--- src/sv/ncl_pkg.sv ---
`timescale 1ns / 1ps
package ncl_pkg;

  localparam int DEF_MAX_CLUSTERS = 16;
  localparam int DEF_MAX_DIMS     = 8;
  localparam int DEF_COORD_BITS   = 16;

  localparam int NUM_COORD_FIELDS = 8;
  localparam int CENTRE_IDX_W     = 4;
  localparam int LABEL_W          = 5;
  localparam int NCL_W            = 5;
  localparam int NDIM_W           = 4;
  localparam int CFG_IDX_W        = 2;
  localparam int CFG_DATA_W       = 5;

  localparam logic [NCL_W-1:0]  NCL_RESET  = 5'd3;
  localparam logic [NDIM_W-1:0] NDIM_RESET = 4'd1;

  localparam logic [CFG_IDX_W-1:0] REG_NUM_CLUSTERS = 2'd0;
  localparam logic [CFG_IDX_W-1:0] REG_NUM_DIMS     = 2'd1;

  localparam logic MODE_LOAD     = 1'b0;
  localparam logic MODE_CLASSIFY = 1'b1;

  // index width for n entries, at least one bit
  function automatic int idx_w(input int n);
    return (n > 1) ? $clog2(n) : 1;
  endfunction

  // width of a count that can hold n itself
  function automatic int cnt_w(input int n);
    return $clog2(n + 1);
  endfunction

  typedef struct packed {
    logic capture;   // latch voxel, clear best
    logic load_we;   // write centre from input word
    logic issue;     // read one centre into the distance pipe
    logic out_load;  // move label into output register
  } ncl_cmd_t;

  typedef struct packed {
    logic busy;      // distance pipe holds work
    logic out_free;  // output register can take a word
  } ncl_sts_t;

endpackage

--- src/sv/ncl_ctrl.sv ---
`timescale 1ns / 1ps
module ncl_ctrl import ncl_pkg::*; #(
  parameter int MAX_CLUSTERS = DEF_MAX_CLUSTERS
) (
  input  logic                            clk,
  input  logic                            rst,
  input  logic                            item_valid,
  input  logic                            item_mode,
  input  logic                            item_in_mask,
  output logic                            item_ready,
  input  logic [cnt_w(MAX_CLUSTERS)-1:0]  k,
  input  ncl_sts_t                        sts,
  output ncl_cmd_t                        cmd,
  output logic [idx_w(MAX_CLUSTERS)-1:0]  issue_addr
);

  localparam int CNT_W  = cnt_w(MAX_CLUSTERS);
  localparam int CIDX_W = idx_w(MAX_CLUSTERS);

  typedef enum logic [3:0] {
    S_IDLE  = 4'b0001,
    S_RUN   = 4'b0010,
    S_DRAIN = 4'b0100,
    S_DONE  = 4'b1000
  } state_t;

  state_t            state, state_next;
  logic [CNT_W-1:0]  cnt, cnt_next;
  logic              accept;

  assign item_ready = (state == S_IDLE);
  assign accept     = item_valid && item_ready;
  assign issue_addr = cnt[CIDX_W-1:0];

  always_comb begin
    state_next   = state;
    cnt_next     = cnt;
    cmd          = '0;
    unique case (state)
      S_IDLE: begin
        cmd.load_we = accept && (item_mode == MODE_LOAD);
        if (accept && item_mode == MODE_CLASSIFY) begin
          cmd.capture = 1'b1;
          cnt_next    = '0;
          // masked voxel or no centres: label stays 0
          state_next  = (item_in_mask && k != '0) ? S_RUN : S_DONE;
        end
      end
      S_RUN: begin
        cmd.issue = 1'b1;
        cnt_next  = cnt + 1'b1;
        if (cnt_next == k) begin
          state_next = S_DRAIN;
        end
      end
      S_DRAIN: begin
        if (!sts.busy) begin
          state_next = S_DONE;
        end
      end
      S_DONE: begin
        if (sts.out_free) begin
          cmd.out_load = 1'b1;
          state_next   = S_IDLE;
        end
      end
      default: begin
        state_next = S_IDLE;
      end
    endcase
  end

  always_ff @(posedge clk) begin
    if (rst) begin
      state <= S_IDLE;
      cnt   <= '0;
    end else begin
      state <= state_next;
      cnt   <= cnt_next;
    end
  end

  a_busy_in_run: assert property (@(posedge clk) disable iff (rst)
    sts.busy |-> (state == S_RUN || state == S_DRAIN))
    else $error("distance pipe busy outside a classify pass");

  a_issue_range: assert property (@(posedge clk) disable iff (rst)
    cmd.issue |-> (cnt < k))
    else $error("centre read beyond cluster count");

  a_done_leaves: assert property (@(posedge clk) disable iff (rst)
    (state == S_DONE && sts.out_free) |=> (state == S_IDLE))
    else $error("result not handed off");

  a_masked_short: assert property (@(posedge clk) disable iff (rst)
    (accept && item_mode == MODE_CLASSIFY && !item_in_mask) |=> (state == S_DONE))
    else $error("masked voxel entered the distance pass");

endmodule

--- config.mk ---
export PLATFORM = sky130hd
export DESIGN_NAME = ncl_ctrl
export DESIGN_NICKNAME = d
export VERILOG_FILES = /design/src/sv/ncl_pkg.sv /design/src/sv/ncl_ctrl.sv
export SDC_FILE = /design/constraint.sdc
export NUM_CORES = 1
export LEC_CHECK = 0
export CORE_AREA = 2 2 39 41
export CTS_BUF_LIST = sky130_fd_sc_hd__clkbuf_4 sky130_fd_sc_hd__clkbuf_8
export DETAILED_ROUTE_END_ITERATION = 10
export DIE_AREA = 0 0 41 43
export DONT_BUFFER_PORTS = 1
export HOLD_SLACK_MARGIN = 0.08
export PLACE_DENSITY = 0.72
export SLEW_MARGIN = 25
export SYNTH_ARGS = -nofsm -noshare
export SYNTH_HDL_FRONTEND = slang
export SYNTH_SLANG_ARGS = --single-unit
--- constraint.sdc ---
create_clock -name clk -period 1.5 [get_ports clk]
set_input_delay 0.075 -clock clk [delete_from_list [all_inputs] [get_ports clk]]
set_output_delay 0.075 -clock clk [all_outputs]
set_load 0.05 [all_outputs]
==> reports/results.ini <==
[run_status]
status=complete, but fails checks
violations=negative setup slack

[grt]
grt_max_degree=10
grt_pass1_vias=607
grt_pass1_wl_um=2430
overflow=0
grt_usage_pct=19.9
antenna_found_initial=0

[setup_path]
critPathKind=reg2out
startpoint_type=flip-flop
slowest_delay_ns=0.57
cp_data_required_time_ns=1.42
crit_fanout=5
cp_cell_sequence=or4b_4 -> clkinvlp_4 -> buf_8
reg2reg_depth=3
endpoint_kind=output port
arrival_ns=1.48
rrSetupSlack_ns=0.01
cp_slowest_cell=or4b_4

[sta]
relSlewSlack_pct=70.6
fin_skew_ns=0.00406
finalSetupViolCount=1
hold_viol=0
setup_slack_ns=-0.0579
fmax_mhz=642
maxSlewViolCount=0
fin_crit_sh_pct=104
rsz0062_at_grt=true
worst_slew_pin_slew_ns=0.440
finalCriticalPeriod_ns=1.56
tns_ns=-0.0579

[yosys]
yosysTopAreaCellShare_pct=28.9
syn_nets=93
yosys_warnings=0
synth.distinct_cells=28
yosysSeqAreaShare_pct=28.9
postSynthCellCount=80
synth-seq-cells=9
synth_area_um2=623
synthTopCellsByArea=dfxtp_1, xnor2_1, o21ai_0, nor2_1, a21oi_1
yosys.area.top_type=dfxtp_1
avgSynthCellArea_um2=7.79

[pwr]
power_w=0.000835
cellLeakagePower_nw=0.365
vdd_drop_max_mv=0.482
powerDensity_nw_per_um2=885

[die]
die_x_um=41
rows=14
ios=21
start_util_pct=45.0
die_h_um=43
core_area_um2=1380
die_area_um2=1760

[layout]
fin_nets=116
multi_input_area_um2=492
fillers=103
final_cell_mix=buf_4, nor2_1, dfxtp_1
drive_above_1_share_pct=41.2
syn2layout_area_growth_pct=51.4
final-seq-area_um2=184
diodes=0
final_common_cell=buf_4

[clocking]
path_clk_slew_ns=0.07
cts-root-buf=clkbuf_4
htree_levels=1
clock_latency_ns=0.27
cts.sinks=9
clk_path_buf_depth=2
cts_tree=yes
cts_buffers=3

[drt]
vias_per_cell=5.53
drt-pass1-iter-count=4
num_vias=653
ant_nets=0
drtIter0Drc=14
drc=0
totalWireLength_um=1580
avgRoutedWirePerCell_um=13.4

[placed_design]
hpwl_um=1190
routabilityCongestion=0.752
io_buffers=0

[hold_path]
hold_depth=3
hp-class=in2reg

[flow_run]
drv_cap=0

cells in the mapped netlist:
library cell,count
dfxtp_1,9
nor2_1,9
o21ai_0,7
a21oi_1,6
xnor2_1,5
buf_4,4
nand2_1,4
nand3_1,4
and2_1,3
inv_1,3
nor2b_1,3
nor3b_1,3
xor2_1,3
o32ai_1,2
or3_1,2
a22oi_1,1
a31oi_1,1
and3b_1,1
and4b_1,1
clkbuf_1,1
ha_1,1
nand3b_1,1
nor4_1,1
o2bb2ai_1,1
o31ai_1,1
or2b_1,1
or4_1,1
or4b_4,1
area by class of cell:
class | count | area share, %
inverters | 3 | 1.99
clock inverters | 1 | 0.531
well taps | 16 | 2.12
repair buffers | 23 | 21.4
clock buffers | 3 | 2.39
flip-flops and latches | 9 | 19.5
multi-input cells | 63 | 52.1
per-layer routing:
layer	global-route usage (%)	up-vias	wire, µm
met5	0	-	0
met2	30.0	24	747
met1	25.9	301	718
met4	8.00	0	27
li1	-	326	-
met3	5.24	2	88
critical path: cells and delay by family (launching register included):
family / cells / cell delay (ns)
AND/OR/NAND/NOR: 1 / 0.57
flip-flops: 1 / 0.32
buffers and inverters: 2 / 0.32
metrics by stage:
| stage | setup WS [ns] | utilization, % | instance area, µm² | std cells | hold slack (ns) |
|---|---|---|---|---|---|
| 2_1_floorplan | -0.0879 | - | 661 | 80 | 0.252 |
| 3_3_place_gp | 0.0400 | 56.0 | 774 | 108 | 0.147 |
| 3_5_place_dp | -0.0192 | 56.0 | 774 | 108 | 0.150 |
| 4_1_cts | -0.0600 | 63.3 | 876 | 117 | 0.106 |
| 5_1_grt | -0.0992 | 68.2 | 943 | 118 | 0.129 |
| 6_report | -0.0579 | 68.2 | 943 | 118 | 0.116 |
logic make-up (layout without fill, tap and decap cells):
logic type	after synthesis	count (layout)	synth area share, %
adders and majority gates	1	1	2.01
xor gates and xnor gates	8	8	11.2
AOI/OAI and AO/OA	19	19	18.1
and+or+nand+nor	35	35	32.5
buffers and inverters	8	30	7.23
DFF	9	9	28.9
sequential cells by signal, indices dropped and copies added (netlist names):
signal	count
cnt	5
state	4
where the power goes:
| part | total, W | internal, W | switching [W] |
|---|---|---|---|
| Sequential | 0.000266 | 0.000256 | 0.0000100 |
| Clock | 0.000193 | 0.0000988 | 0.0000944 |
| Combinational | 0.000376 | 0.000156 | 0.000220 |
| Total | 0.000835 | 0.000510 | 0.000325 |
repair_timing:
| item | CTS | global route |
|---|---|---|
| endpoints found under the setup margin | 4 | 12 |
| buffers inserted | 1 | 1 |
| endpoints found under the hold margin | 9 | 0 |
| gates resized for setup | 8 | 13 |
| gates cloned | 0 | 0 |
| pin swaps | 1 | 8 |
| hold buffers | 4 | 0 |
final timing paths:
check,start,endpoint
setup / recovery,state[3]$_SDFFE_PP0P_,cmd[1]
hold reg to reg,cnt[4]$_SDFFE_PP0P_,cnt[4]$_SDFFE_PP0P_
hold / removal,item_mode,cnt[1]$_SDFFE_PP0P_
setup reg to reg,state[3]$_SDFFE_PP0P_,cnt[3]$_SDFFE_PP0P_
(Power assumes the default switching activity.)
